**config.mk**
```make
export PLATFORM = sky130hd
export DESIGN_NAME = midi_voice_allocator
export DESIGN_NICKNAME = d
export VERILOG_FILES = /design/src/rtl/mva_pkg.sv /design/src/rtl/mva_front.sv /design/src/rtl/mva_back.sv /design/src/rtl/mva_rsp_fifo.sv /design/src/rtl/midi_voice_allocator.sv
export SDC_FILE = /design/constraint.sdc
export NUM_CORES = 1
export LEC_CHECK = 0
export CORE_AREA = 2 2 149 260
export DETAILED_ROUTE_END_ITERATION = 6
export DIE_AREA = 0 0 151 262
export DONT_BUFFER_PORTS = 1
export PLACE_DENSITY = 0.62
export SLEW_MARGIN = 10
export SYNTH_ARGS = -nofsm -noshare
export SYNTH_HDL_FRONTEND = slang
export SYNTH_SLANG_ARGS = --single-unit
```
**constraint.sdc**
```tcl
create_clock -name clock -period 5.7 [get_ports clock]
set_clock_uncertainty 0.1 [all_clocks]
set_input_delay 0 -clock clock [delete_from_list [all_inputs] [get_ports clock]]
set_output_delay 0 -clock clock [all_outputs]
set_load 0.02 [all_outputs]
```
**src/rtl/mva_pkg.sv**
```systemverilog
package mva_pkg;

   localparam int CHIP_TOTAL      = 2;
   localparam int VOICES_PER_CHIP = 6;
   localparam int NVOICES         = CHIP_TOTAL * VOICES_PER_CHIP;
   localparam int MAX_PATCHES     = 64;

   // field widths
   localparam int CMD_W   = 2;
   localparam int KEY_W   = 7;
   localparam int VEL_W   = 7;
   localparam int SEL_W   = 7;
   localparam int EVENT_W = 2;
   localparam int VOICE_W = 4;
   localparam int PATCH_W = 6;
   localparam int COUNT_W = 7;
   localparam int FILL_W  = $clog2(NVOICES + 1);

   localparam logic [VOICE_W-1:0] LAST_VOICE = VOICE_W'(NVOICES - 1);

   // queue sizes
   localparam int CMDQ_DEPTH = 2;
   localparam int CMDQ_PTR_W = $clog2(CMDQ_DEPTH);
   localparam int CMDQ_CNT_W = $clog2(CMDQ_DEPTH + 1);
   localparam int RSPQ_DEPTH = 4;
   localparam int RSPQ_PTR_W = $clog2(RSPQ_DEPTH);
   localparam int RSPQ_CNT_W = $clog2(RSPQ_DEPTH + 1);

   typedef enum logic [CMD_W-1:0] {
      OP_NOTE_ON  = 2'd0,
      OP_NOTE_OFF = 2'd1,
      OP_SELECT   = 2'd2,
      OP_ALL_OFF  = 2'd3
   } op_type;

   typedef enum logic [EVENT_W-1:0] {
      EV_LOAD_PATCH = 2'd0,
      EV_KEY_ON     = 2'd1,
      EV_KEY_OFF    = 2'd2
   } event_type;

   typedef enum logic [2:0] {
      ST_IDLE,
      ST_ON_LOAD,
      ST_ON_KEY,
      ST_OFF_SCAN,
      ST_ALL_SCAN
   } state_type;

   // classified command, front to back
   typedef struct packed {
      op_type            op;
      logic [KEY_W-1:0]  key;
      logic [VEL_W-1:0]  vel;
      logic [SEL_W-1:0]  sel;
      logic              sel_ok;
   } cmd_type;

   // one result item
   typedef struct packed {
      event_type           ev;
      logic [VOICE_W-1:0]  voice;
      logic [PATCH_W-1:0]  patch;
      logic [KEY_W-1:0]    note;
      logic [VEL_W-1:0]    volume;
      logic                last;
   } rsp_type;

endpackage

```
**src/rtl/mva_front.sv**
```systemverilog
module mva_front (
   input  logic                           clock,
   input  logic                           reset,
   input  logic                           push,
   output logic                           full,
   input  logic [mva_pkg::CMD_W-1:0]      cmd,
   input  logic [mva_pkg::KEY_W-1:0]      key,
   input  logic [mva_pkg::VEL_W-1:0]      velocity,
   input  logic [mva_pkg::SEL_W-1:0]      patch_select,
   input  logic [mva_pkg::COUNT_W-1:0]    patch_count,
   output logic                           cmd_empty,
   input  logic                           cmd_pop,
   output mva_pkg::cmd_type               cmd_head
);

   mva_pkg::cmd_type                    queue_ff [mva_pkg::CMDQ_DEPTH];
   logic [mva_pkg::CMDQ_PTR_W-1:0]      wr_ptr_ff, wr_ptr_in;
   logic [mva_pkg::CMDQ_PTR_W-1:0]      rd_ptr_ff, rd_ptr_in;
   logic [mva_pkg::CMDQ_CNT_W-1:0]      count_ff, count_in;
   mva_pkg::cmd_type                    classified;
   logic                                do_push;
   logic                                do_pop;

   // decode; patch request checked; user holds config static while busy, unenforced
   always_comb begin
      classified.key = key;
      classified.vel = velocity;
      classified.sel = patch_select;
      classified.sel_ok = (patch_select < patch_count) &&
                          ({1'b0, patch_select} < 8'(mva_pkg::MAX_PATCHES));
      // every 2-bit code is a defined command
      classified.op = mva_pkg::op_type'(cmd);
   end

   assign full      = (count_ff == mva_pkg::CMDQ_CNT_W'(mva_pkg::CMDQ_DEPTH));
   assign cmd_empty = (count_ff == '0);
   assign cmd_head  = queue_ff[rd_ptr_ff];
   assign do_push   = push && !full;
   assign do_pop    = cmd_pop && !cmd_empty;

   always_comb begin
      wr_ptr_in = do_push ? wr_ptr_ff + 1'b1 : wr_ptr_ff;
      rd_ptr_in = do_pop ? rd_ptr_ff + 1'b1 : rd_ptr_ff;
      count_in  = count_ff;
      if (do_push && !do_pop) begin
         count_in = count_ff + 1'b1;
      end else if (!do_push && do_pop) begin
         count_in = count_ff - 1'b1;
      end
   end

   always_ff @(posedge clock) begin
      if (reset) begin
         wr_ptr_ff <= '0;
         rd_ptr_ff <= '0;
         count_ff  <= '0;
      end else begin
         wr_ptr_ff <= wr_ptr_in;
         rd_ptr_ff <= rd_ptr_in;
         count_ff  <= count_in;
      end
   end

   always_ff @(posedge clock) begin
      if (do_push) begin
         queue_ff[wr_ptr_ff] <= classified;
      end
   end

endmodule

```
**src/rtl/mva_back.sv**
```systemverilog
module mva_back (
   input  logic              clock,
   input  logic              reset,
   input  logic              cmd_empty,
   output logic              cmd_pop,
   input  mva_pkg::cmd_type  cmd_head,
   input  logic              out_full,
   output logic              out_push,
   output mva_pkg::rsp_type  out_entry
);

   localparam int N = mva_pkg::NVOICES;

   mva_pkg::state_type              state_ff, state_in;
   logic                            busy_ff [N];
   logic                            busy_in [N];
   logic [mva_pkg::KEY_W-1:0]       note_ff [N];
   logic [mva_pkg::KEY_W-1:0]       note_in [N];
   logic [mva_pkg::PATCH_W-1:0]     patch_ff [N];
   logic [mva_pkg::PATCH_W-1:0]     patch_in [N];
   logic [mva_pkg::VOICE_W-1:0]     free_ff [N];
   logic [mva_pkg::VOICE_W-1:0]     free_in [N];
   logic [mva_pkg::VOICE_W-1:0]     head_ff, head_in;
   logic [mva_pkg::VOICE_W-1:0]     tail_ff, tail_in;
   logic [mva_pkg::FILL_W-1:0]      fill_ff, fill_in;
   logic [mva_pkg::PATCH_W-1:0]     active_ff, active_in;
   logic [mva_pkg::VOICE_W-1:0]     voice_ff, voice_in;
   logic [mva_pkg::VOICE_W-1:0]     idx_ff, idx_in;
   logic [mva_pkg::KEY_W-1:0]       key_ff, key_in;
   logic [mva_pkg::VEL_W-1:0]       vel_ff, vel_in;
   logic                            free_push;
   logic [mva_pkg::VOICE_W-1:0]     free_voice;

   always_comb begin
      state_in   = state_ff;
      busy_in    = busy_ff;
      note_in    = note_ff;
      patch_in   = patch_ff;
      free_in    = free_ff;
      head_in    = head_ff;
      tail_in    = tail_ff;
      fill_in    = fill_ff;
      active_in  = active_ff;
      voice_in   = voice_ff;
      idx_in     = idx_ff;
      key_in     = key_ff;
      vel_in     = vel_ff;
      cmd_pop    = 1'b0;
      out_push   = 1'b0;
      out_entry  = '0;
      free_push  = 1'b0;
      free_voice = idx_ff;

      case (state_ff)
         mva_pkg::ST_IDLE: begin
            if (!cmd_empty) begin
               cmd_pop = 1'b1;
               key_in  = cmd_head.key;
               vel_in  = cmd_head.vel;
               idx_in  = '0;
               case (cmd_head.op)
                  mva_pkg::OP_NOTE_ON: begin
                     // no free voice: the note is dropped
                     if (fill_ff != '0) begin
                        voice_in = free_ff[head_ff];
                        head_in  = (head_ff == mva_pkg::LAST_VOICE) ? '0 : head_ff + 1'b1;
                        fill_in  = fill_ff - 1'b1;
                        state_in = mva_pkg::ST_ON_LOAD;
                     end
                  end
                  mva_pkg::OP_NOTE_OFF: state_in = mva_pkg::ST_OFF_SCAN;
                  mva_pkg::OP_SELECT: begin
                     if (cmd_head.sel_ok) begin
                        active_in = cmd_head.sel[mva_pkg::PATCH_W-1:0];
                     end
                  end
                  default: state_in = mva_pkg::ST_ALL_SCAN;
               endcase
            end
         end

         mva_pkg::ST_ON_LOAD: begin
            if (patch_ff[voice_ff] == active_ff) begin
               state_in = mva_pkg::ST_ON_KEY;
            end else if (!out_full) begin
               out_push         = 1'b1;
               out_entry.ev     = mva_pkg::EV_LOAD_PATCH;
               out_entry.voice  = voice_ff;
               out_entry.patch  = active_ff;
               patch_in[voice_ff] = active_ff;
               state_in         = mva_pkg::ST_ON_KEY;
            end
         end

         mva_pkg::ST_ON_KEY: begin
            if (!out_full) begin
               out_push         = 1'b1;
               out_entry.ev     = mva_pkg::EV_KEY_ON;
               out_entry.voice  = voice_ff;
               out_entry.patch  = active_ff;
               out_entry.note   = key_ff;
               out_entry.volume = vel_ff;
               out_entry.last   = 1'b1;
               busy_in[voice_ff] = 1'b1;
               note_in[voice_ff] = key_ff;
               state_in         = mva_pkg::ST_IDLE;
            end
         end

         mva_pkg::ST_OFF_SCAN: begin
            // lowest matching voice wins
            if (busy_ff[idx_ff] && (note_ff[idx_ff] == key_ff)) begin
               if (!out_full) begin
                  out_push        = 1'b1;
                  out_entry.ev    = mva_pkg::EV_KEY_OFF;
                  out_entry.voice = idx_ff;
                  out_entry.note  = key_ff;
                  out_entry.last  = 1'b1;
                  busy_in[idx_ff] = 1'b0;
                  free_push       = 1'b1;
                  state_in        = mva_pkg::ST_IDLE;
               end
            end else if (idx_ff == mva_pkg::LAST_VOICE) begin
               state_in = mva_pkg::ST_IDLE;
            end else begin
               idx_in = idx_ff + 1'b1;
            end
         end

         mva_pkg::ST_ALL_SCAN: begin
            if (busy_ff[idx_ff]) begin
               busy_in[idx_ff] = 1'b0;
               free_push       = 1'b1;
            end
            if (idx_ff == mva_pkg::LAST_VOICE) begin
               state_in = mva_pkg::ST_IDLE;
            end else begin
               idx_in = idx_ff + 1'b1;
            end
         end

         default: state_in = mva_pkg::ST_IDLE;
      endcase

      // return a voice to the tail of the free list
      if (free_push && (fill_ff < mva_pkg::FILL_W'(N))) begin
         free_in[tail_ff] = free_voice;
         tail_in = (tail_ff == mva_pkg::LAST_VOICE) ? '0 : tail_ff + 1'b1;
         fill_in = fill_ff + 1'b1;
      end
   end

   always_ff @(posedge clock) begin
      if (reset) begin
         state_ff  <= mva_pkg::ST_IDLE;
         head_ff   <= '0;
         tail_ff   <= '0;
         fill_ff   <= mva_pkg::FILL_W'(N);
         active_ff <= '0;
         for (int i = 0; i < N; i++) begin
            busy_ff[i]  <= 1'b0;
            patch_ff[i] <= '0;
            free_ff[i]  <= mva_pkg::VOICE_W'(i);
         end
      end else begin
         state_ff  <= state_in;
         head_ff   <= head_in;
         tail_ff   <= tail_in;
         fill_ff   <= fill_in;
         active_ff <= active_in;
         busy_ff   <= busy_in;
         patch_ff  <= patch_in;
         free_ff   <= free_in;
      end
   end

   always_ff @(posedge clock) begin
      note_ff  <= note_in;
      voice_ff <= voice_in;
      idx_ff   <= idx_in;
      key_ff   <= key_in;
      vel_ff   <= vel_in;
   end

endmodule

```
**src/rtl/mva_rsp_fifo.sv**
```systemverilog
module mva_rsp_fifo (
   input  logic              clock,
   input  logic              reset,
   input  logic              wr_en,
   input  mva_pkg::rsp_type  wr_data,
   output logic              full,
   output logic              empty,
   input  logic              pop,
   output mva_pkg::rsp_type  rd_data
);

   mva_pkg::rsp_type                  mem_ff [mva_pkg::RSPQ_DEPTH];
   logic [mva_pkg::RSPQ_PTR_W-1:0]    wr_ptr_ff, wr_ptr_in;
   logic [mva_pkg::RSPQ_PTR_W-1:0]    rd_ptr_ff, rd_ptr_in;
   logic [mva_pkg::RSPQ_CNT_W-1:0]    count_ff, count_in;
   logic                              do_push;
   logic                              do_pop;

   assign full    = (count_ff == mva_pkg::RSPQ_CNT_W'(mva_pkg::RSPQ_DEPTH));
   assign empty   = (count_ff == '0);
   assign rd_data = mem_ff[rd_ptr_ff];
   assign do_push = wr_en && !full;
   assign do_pop  = pop && !empty;

   always_comb begin
      wr_ptr_in = do_push ? wr_ptr_ff + 1'b1 : wr_ptr_ff;
      rd_ptr_in = do_pop ? rd_ptr_ff + 1'b1 : rd_ptr_ff;
      count_in  = count_ff;
      if (do_push && !do_pop) begin
         count_in = count_ff + 1'b1;
      end else if (!do_push && do_pop) begin
         count_in = count_ff - 1'b1;
      end
   end

   always_ff @(posedge clock) begin
      if (reset) begin
         wr_ptr_ff <= '0;
         rd_ptr_ff <= '0;
         count_ff  <= '0;
      end else begin
         wr_ptr_ff <= wr_ptr_in;
         rd_ptr_ff <= rd_ptr_in;
         count_ff  <= count_in;
      end
   end

   always_ff @(posedge clock) begin
      if (do_push) begin
         mem_ff[wr_ptr_ff] <= wr_data;
      end
   end

endmodule

```
**src/rtl/midi_voice_allocator.sv**
```systemverilog
// Polyphonic voice allocator for 12 voices.
// Command channel: a transaction moves on a clock edge with push high and full low.
//   A two-entry command queue decodes each command; a sequencer behind it owns the
//   voice table and the list of free voices.
// Result channel: while empty is low the oldest event sits on the rsp_ ports; it
//   moves on a clock edge with pop high. A four-entry event queue sits in front.
// CSR channel: csr_ready is always high; csr_patch_count is taken on csr_valid.
//   Write it only while no command is pending.
// Sequencer steps per command: select patch is handled when taken; note on takes the
//   free-list head, then gives an optional load-patch event, then key-on; note on with
//   no free voice is dropped when taken; note off scans one voice per cycle up to the
//   first match or the last voice; all off scans every voice. Commands are handled one
//   at a time.
// A stalled result side fills the event queue; the sequencer then waits before each
//   event and the command queue fills and raises full. Nothing is lost.
// Reset (synchronous, active high): all voices free, free list 0..11, active patch 0,
//   stored voice patches 0, patch count 1, both queues empty.
module midi_voice_allocator (
   input  logic                              clock,
   input  logic                              reset,
   // command channel
   input  logic                              push,
   output logic                              full,
   input  logic [mva_pkg::CMD_W-1:0]         req_cmd,
   input  logic [mva_pkg::KEY_W-1:0]         req_key,
   input  logic [mva_pkg::VEL_W-1:0]         req_velocity,
   input  logic [mva_pkg::SEL_W-1:0]         req_patch_select,
   // event channel
   output logic                              empty,
   input  logic                              pop,
   output logic [mva_pkg::EVENT_W-1:0]       rsp_event_res,
   output logic [mva_pkg::VOICE_W-1:0]       rsp_voice,
   output logic [mva_pkg::PATCH_W-1:0]       rsp_patch,
   output logic [mva_pkg::KEY_W-1:0]         rsp_note,
   output logic [mva_pkg::VEL_W-1:0]         rsp_volume,
   output logic                              rsp_last,
   // register write channel
   input  logic                              csr_valid,
   output logic                              csr_ready,
   input  logic [mva_pkg::COUNT_W-1:0]       csr_patch_count
);

   logic [mva_pkg::COUNT_W-1:0]   patch_count_ff, patch_count_in;
   logic                          cmd_empty;
   logic                          cmd_pop;
   mva_pkg::cmd_type              cmd_head;
   logic                          out_full;
   logic                          out_push;
   mva_pkg::rsp_type              out_entry;
   mva_pkg::rsp_type              rsp_head;

   // patch count register; always ready
   assign csr_ready      = 1'b1;
   assign patch_count_in = (csr_valid && csr_ready) ? csr_patch_count : patch_count_ff;

   always_ff @(posedge clock) begin
      if (reset) begin
         patch_count_ff <= mva_pkg::COUNT_W'(1);
      end else begin
         patch_count_ff <= patch_count_in;
      end
   end

   // front end: command queue and decode
   mva_front u_front (
      .clock        (clock),
      .reset        (reset),
      .push         (push),
      .full         (full),
      .cmd          (req_cmd),
      .key          (req_key),
      .velocity     (req_velocity),
      .patch_select (req_patch_select),
      .patch_count  (patch_count_ff),
      .cmd_empty    (cmd_empty),
      .cmd_pop      (cmd_pop),
      .cmd_head     (cmd_head)
   );

   // back end: voice table, free list and event sequencing
   mva_back u_back (
      .clock     (clock),
      .reset     (reset),
      .cmd_empty (cmd_empty),
      .cmd_pop   (cmd_pop),
      .cmd_head  (cmd_head),
      .out_full  (out_full),
      .out_push  (out_push),
      .out_entry (out_entry)
   );

   // event queue toward the consumer
   mva_rsp_fifo u_rsp_fifo (
      .clock   (clock),
      .reset   (reset),
      .wr_en   (out_push),
      .wr_data (out_entry),
      .full    (out_full),
      .empty   (empty),
      .pop     (pop),
      .rd_data (rsp_head)
   );

   assign rsp_event_res = rsp_head.ev;
   assign rsp_voice     = rsp_head.voice;
   assign rsp_patch     = rsp_head.patch;
   assign rsp_note      = rsp_head.note;
   assign rsp_volume    = rsp_head.volume;
   assign rsp_last      = rsp_head.last;

endmodule

```
; ---- After elaboration in Yosys (flattened, before gate mapping)
; Memories as Yosys holds them, arrays and structs flattened. A register that Yosys moved wholly into a read port is not among the register bits.
; Index checks and enable logic that the tools add are counted.
; W data, S select, Z words.
[classes]
eq_ne = 23
reduce_logical = 43
bitwise = 10
muxes = 82
add_sub_neg = 13
order_cmp = 10
[op_table]
columns = cell, n
row1 = $bwmux W84, 1
row2 = $bwmux W72, 1
row3 = $mux W12, 5
row4 = $mux W4, 13
row5 = $bwmux W48, 1
row6 = $mux W7, 6
row7 = $pmux W12 S3, 1
row8 = $mux W6, 5
row9 = $bmux W7 S4, 1
row10 = $demux W7 S4, 1
row11 = $mux W3, 9
row12 = $mux W26, 1
row13 = $bmux W6 S4, 1
row14 = $demux W6 S4, 1
row15 = $ge A5 B5 Y1 const B, 4
row16 = $not A4 Y5, 4
row17 = $pmux W6 S3, 1
row18 = $add A4 B1 Y4 const B, 4
row19 = $bmux W4 S4, 1
row20 = $demux W4 S4, 1
row21 = $mux W1, 16
row22 = $reduce_and A4 Y1, 4
row23 = $lt A5 B1 Y1 const B, 3
row24 = $pmux W3 S5, 1
row25 = 45 further kinds, 95
[totals]
n_memories = 2
output_inout_bits = 30
ramBits = 156
word_cells = 247
register_bits = 277
[memory_table]
columns = name, words, width, rd, rd_clocked_by_memory_dff, write_ports, line_no
row1 = u_rsp_fifo.mem_ff, 4, 27, 1, 1, 1, mva_rsp_fifo.sv:12  ; mva_pkg::rsp_type mem_ff [mva_pkg::RSPQ_DEPTH];
row2 = u_front.queue_ff, 2, 24, 1, 1, 1, mva_front.sv:16  ; mva_pkg::cmd_type queue_ff [mva_pkg::CMDQ_DEPTH];

; ---- Depth between registers and ports, before layout
[depth]
depth_word = 13
ltp_mapped = 18

; ---- Modules after synthesis
; From an unflattened synthesis, not the netlist that was laid out.
[hier_totals]
cells_unflattened = 1312
area_unflattened_um2 = 18750.5
[modules_own_cells]
columns = module, seq_area_each_um2, cells_per_inst, instances, area_each_um2
row1 = mva_back, 6246.0, 976, 1, 12004.0
row2 = mva_rsp_fifo, 3423.3, 189, 1, 4388.0
row3 = mva_front, 1541.5, 123, 1, 2095.8
row4 = midi_voice_allocator, 140.1, 24, 1, 262.8

; ---- Worst setup path after synthesis
; No wires, ideal clock.
[synth_path]
path_kind = register to register
startpoint = register u_back.idx_ff (netlist bit u_back.free_voice[1])
endpoint = register u_rsp_fifo.count_ff[2] (netlist name)
period_less_slack_ns = 3.951
setup_slack_ns = 1.749
n_path_buf = 4
stages_incl_launch_ff = 18
arrival_time_ns = 3.781
cell_sequence = edfxtp_1 > buf_2 > buf_4 > mux4_2 > mux2i_1 > xor2_1 > o211ai_1 > a211oi_1 > and3_1 > clkbuf_1 > or2_1 > buf_6 > ha_1 > inv_1 > fa_1 > xor2_1 > or3_1 > a21oi_1
[synth_between]
elab_chain_cells = 12
word_cells_on_any_way = 17
classes_between = 1 x eq/ne / 9 x mux / 1 x bitwise / 6 x reduce/logical
[synth_lines]
columns = item, line_no
row1 = from (decl), mva_back.sv:28  ; logic [mva_pkg::VOICE_W-1:0] idx_ff, idx_in;
row2 = from (signal assigned), mva_back.sv:180  ; idx_ff <= idx_in;
row3 = $not A4 Y5 (not written as such) (*), mva_back.sv:112  ; if (busy_ff[idx_ff] && (note_ff[idx_ff] == key_ff)) begin
row4 = $bmux W7 S4, mva_back.sv:112
row5 = $mux W7 (not written as such) (2 in series), mva_back.sv:112
row6 = $eq A7 B7 Y1, mva_back.sv:112
row7 = $logic_and A1 B1 Y1 (*), mva_back.sv:112
row8 = $mux W1 (*), mva_back.sv:112
row9 = $pmux W1 S3 (*), mva_back.sv:54  ; case (state_ff)
row10 = $logic_and A1 B1 Y1 (*), mva_rsp_fifo.sv:22  ; assign do_push = wr_en && !full;
row11 = named net u_rsp_fifo.do_push, mva_rsp_fifo.sv:16  ; logic do_push;
row12 = $logic_not A1 Y1, mva_rsp_fifo.sv:31  ; end else if (!do_push && do_pop) begin
row13 = $logic_and A1 B1 Y1, mva_rsp_fifo.sv:31
row14 = $reduce_bool A2 Y1 (no line), -
row15 = to (signal assigned), mva_rsp_fifo.sv:44  ; count_ff <= count_in;
row16 = to (decl), mva_rsp_fifo.sv:15  ; logic [mva_pkg::RSPQ_CNT_W-1:0] count_ff, count_in;
; The timed path passes the listed nets; every way through them passes the cells marked *. The select of a mux whose other input is x is not followed.
; A chain may end at the register's enable or synchronous reset.

; ---- Worst setup path after layout
[layout_path]
startpoint = register u_back.voice_ff[0] (netlist name)
endpoint = register u_rsp_fifo.count_ff[2] (netlist name)
[layout_between]
elab_chain_cells = 11
word_cells_on_any_way = 13
classes_between = 1 x eq/ne / 6 x mux / 1 x bitwise / 5 x reduce/logical
[layout_lines]
columns = item, line_no
row1 = from (decl), mva_back.sv:27  ; logic [mva_pkg::VOICE_W-1:0] voice_ff, voice_in;
row2 = from (signal assigned), mva_back.sv:179  ; voice_ff <= voice_in;
row3 = $not A4 Y5 (not written as such) (*), mva_back.sv:83  ; if (patch_ff[voice_ff] == active_ff) begin
row4 = $bmux W6 S4 (*), mva_back.sv:83
row5 = $mux W6 (not written as such) (*) (2 in series), mva_back.sv:83
row6 = $eq A6 B6 Y1 (*), mva_back.sv:83
row7 = $mux W1 (*), mva_back.sv:83
row8 = $pmux W1 S3 (*), mva_back.sv:54
row9 = $logic_and A1 B1 Y1 (*), mva_rsp_fifo.sv:22
row10 = $logic_not A1 Y1, mva_rsp_fifo.sv:31
row11 = $logic_and A1 B1 Y1, mva_rsp_fifo.sv:31
row12 = $reduce_bool A2 Y1 (no line), -
; Every way passes the cells marked *; elsewhere a longest branch is shown, timed or not. The select of a mux whose other input is x is not followed.

==> flow_summary_export.csv <==
group,metric,value,unit
power_and_ir_drop,seqPwrFrac,47.7,%
global_routing,grt_pass1_vias,10950,
yosys,synth_commonest_cells,"edfxtp_1 (260), nor2_1 (179), dfxtp_1 (174)",
power_and_ir_drop,p_switching,0.002683,W
setup_path,cp-start-kind,"flop",
global_routing,grt_max_degree,185,
routing,drtIter0Drc,639,
routing,dr_total_vias,10680,
min_path,holdPathEnd,"u_front.queue_ff[1][9]",
yosys,synth_area_leaders,"edfxtp_1 (42%), dfxtp_1 (19%), mux2i_1 (8.5%)",
setup_path,r2r-end,"u_rsp_fifo.count_ff[2]",
yosys,yosysWarnings,0,
timing,period_share,81.91,%
power_and_ir_drop,power,0.008714,W
power_and_ir_drop,peakVddDrop,0.2634,mV
setup_path,slowest_delay,1.04,ns
timing,fmax,0.2142,GHz
routing,wl_met3,983,um
clocking,cts_tree,"built",
die,fp.dieW,151,um
setup_path,r2r_slack,1.03,ns
final_layout,drive_gt1_share,12.99,%
final_layout,finalNonFillerCells,1873,
routing,routed_wl,40440,um
yosys,synth_top_area_share,42.04,%
setup_path,endpoint_kind,"flop",
global_routing,antenna_found_initial,0,
timing,finalSetupTns,0,ns
die,io_pins,65,
setup_path,critPathKind,"reg -> reg",
placement,placed_cell_area,18930,um^2
clocking,post_cts_resized,0,
power_and_ir_drop,p_clk_share,30.3,%
die,rows,94,
min_path,holdPathStages,1,
routing,drt-pass1-iter-count,5,
flow_run,drv_cap,0,
yosys,synth_ff_type,"edfxtp_1",
timing,rsz0062_at_grt,"no",
final_layout,antennaDiodeCount,0,
final_layout,syn2layout_area_growth,11.61,%
routing,antenna_left,0,
clocking,clk_latency,0.56,ns
min_path,holdCritStartpoint,"req_velocity[1]",
yosys,synth_cell_type_count,64,
timing,whs,0.009233,ns
placement,gp_congestion,0.8268,
routing,wl_met2,21580,um
setup_path,r2r-start,"u_back.voice_ff[0]",
routing,drc_errors,0,
timing,slew_headroom,28.93,%
timing,finalHoldViolations,0,
timing,maxSlewViolCount,0,
die,die_height,262,um
global_routing,grtUsageTotal,20.70,%
timing,setup_viol,0,
placement,port_buffers,0,
clocking,root_buffer,"clkbuf_16",
power_and_ir_drop,leakagePower,7.361,nW
global_routing,grt_pass1_wl,62080,um
clocking,post_cts_buffers,0,
yosys,syn_inst,1338,
timing,tightestPinTransition,1.060,ns
setup_path,critPathMaxFanout,20,
routing,drt-vias-per-instance,5.701,
yosys,synth_seq_cells,434,
clocking,cts-hold-fix-buffers,51,
routing,top_layer,"met4",
timing,period_minus_slack,4.669,ns
status,status,"finished clean",
die,coreArea,37400,um^2
clocking,cts_htree_levels,2,
yosys,synth_nets,1397,
routing,wl_per_cell,21.59,um
clocking,cts_sinks,434,
yosys,synth-edff-count,260,
yosys,syn_avg_cell_area,13.88,um^2
placement,place_inst,1752,
setup_path,crit_arrival,5.05,ns
placement,hpwl,26500,um
yosys,async_flop_share,0,%
power_and_ir_drop,comb_power_share,22.0,%
clocking,clk_pin_slew,0.07,ns
clocking,clockBufferDepth,3,
setup_path,crit_required,6.08,ns
global_routing,grt.overflow.total,0,
yosys,synth.most_common_cell,"edfxtp_1",
yosys,synth.yosys.seq_area_share,60.80,%
final_layout,final_area,20730,um^2
clocking,cts_buffers,39,
power_and_ir_drop,switching_share,30.79,%
final_layout,nets,1423,
setup_path,cp_slowest_cell,"edfxtp_1",
setup_path,path_cells,"mux4_1, mux2_2, a311oi_1, a22oi_1, nand2_1, o21a_1, or2_1, ha_1, inv_1, fa_1, xor2_1, or3_1, a21oi_1",
setup_path,reg2reg_depth,13,
power_and_ir_drop,p_int,0.006031,W
yosys,synth.cell_area,18570,um^2
routing,wl_met1,16570,um
min_path,hp-class,"in -> reg",
die,die-area,39560,um^2
die,initial_core_util,49.66,%
yosys,yosys.area.top_type,"edfxtp_1",
power_and_ir_drop,power_density,420.4,nW/um^2
## stage by stage
step | setup slack [ns] | utilization (%)
finish | 1.031 | 55.42
detailed placement | 1.036 | 50.61
global placement | 1.113 | 50.61
floorplan | 1.749 | -
CTS | 0.9914 | 55.42
global route | 0.6932 | 55.42
## per-layer routing
metal | global-route usage (%) | vias to the layer above
met4 | 7.503 | 0
met2 | 37.77 | 178
li1 | - | 5001
met5 | 0 | -
met3 | 2.257 | 72
met1 | 25.19 | 5427
## layout make-up
type / count / area (um^2)
Fill cell: 3052 / 16670
Sequential cell: 434 / 11290
Multi-Input combinational cell: 788 / 6779
Clock buffer: 57 / 1104
Timing Repair Buffer: 69 / 663.1
Tap cell: 480 / 600.6
Clock inverter: 13 / 168.9
Inverter: 32 / 120.1
## power by group through the flow
| stage | combinational [W] | sequential [W] | clock, W |
|---|---|---|---|
| after floorplan | 0.00160 | 0.00394 | 0 |
| after global placement | 0.00185 | 0.00422 | 0 |
| after detailed placement | 0.00187 | 0.00424 | 0 |
| after CTS | 0.00194 | 0.00417 | 0.00270 |
| after global routing | 0.00207 | 0.00421 | 0.00280 |
| final | 0.00191 | 0.00416 | 0.00264 |
## critical path, delay by kind of cell (launching register included)
kind / cells / cell delay (ns)
xor gates and xnor gates: 1 / 0.15
AOI/OAI and AO/OA: 4 / 0.92
buffers and inverters: 1 / 0.07
adders and majority gates: 2 / 0.67
and+or+nand+nor: 3 / 0.70
muxes: 2 / 0.93
DFF: 1 / 1.04
## worst max path at each step
stage / slack (ns) / startpoint / cells past startpoint / end
3_5_place_dp: 1.04 / u_back.voice_ff[0] / 13 / u_rsp_fifo.count_ff[2]
3_3_place_gp: 1.11 / u_back.voice_ff[0] / 13 / u_rsp_fifo.count_ff[2]
6_report: 1.03 / u_back.voice_ff[0] / 13 / u_rsp_fifo.count_ff[2]
5_1_grt: 0.69 / u_back.voice_ff[0] / 13 / u_rsp_fifo.count_ff[2]
4_1_cts: 0.99 / u_back.voice_ff[0] / 13 / u_rsp_fifo.count_ff[2]
2_1_floorplan: 1.75 / u_back.free_voice[1] / 17 / u_rsp_fifo.count_ff[2]
## logic make-up (layout without fill, tap and decap cells)
| group | Yosys count | in the layout | share of synthesized area (%) |
|---|---|---|---|
| xor gates and xnor gates | 17 | 17 | 0.8017 |
| buffers and inverters | 116 | 171 | 2.769 |
| AOI/OAI and AO/OA | 117 | 117 | 4.305 |
| and+or+nand+nor | 371 | 371 | 10.28 |
| muxes | 258 | 258 | 19.37 |
| DFF | 434 | 434 | 60.80 |
| adders and majority gates | 24 | 24 | 1.657 |
| other | 1 | 1 | 0.02019 |
## state kept, by name (all words and copies together), names as in the netlist, 6 cells and up, named ones only
name               count
u_front.queue_ff      46
u_back.key_ff          7
u_rsp_fifo.mem_ff    108
u_back.note_ff        84
patch_count_ff         7
u_back.busy_ff        12
u_back.active_ff       6
u_back.vel_ff          7
u_back.free_ff        48
u_back.patch_ff       72
## cells in the final DEF (no fill, tap or decap), drive strengths merged, types with 4 or more instances in the layout
master and count:
nand3 22, or3 9, mux4 75, xnor2 5, xor2 12, o21ai 14, and3 13, nand2b 47
a22oi 5, nor2b 18, edfxtp 260, ha 23, and2 23, nor2 179, nor4b 6, a311oi 7
nor3 15, a22o 8, inv 33, mux2 25, a21oi 31, dlygate4sd3 50, o22ai 7, a21o 7
a211oi 15, clkinv 9, nand2 24, o211ai 4, mux2i 158, dfxtp 174, clkbuf 57, buf 19
or2 5
Power figures use the tool's default switching activity.
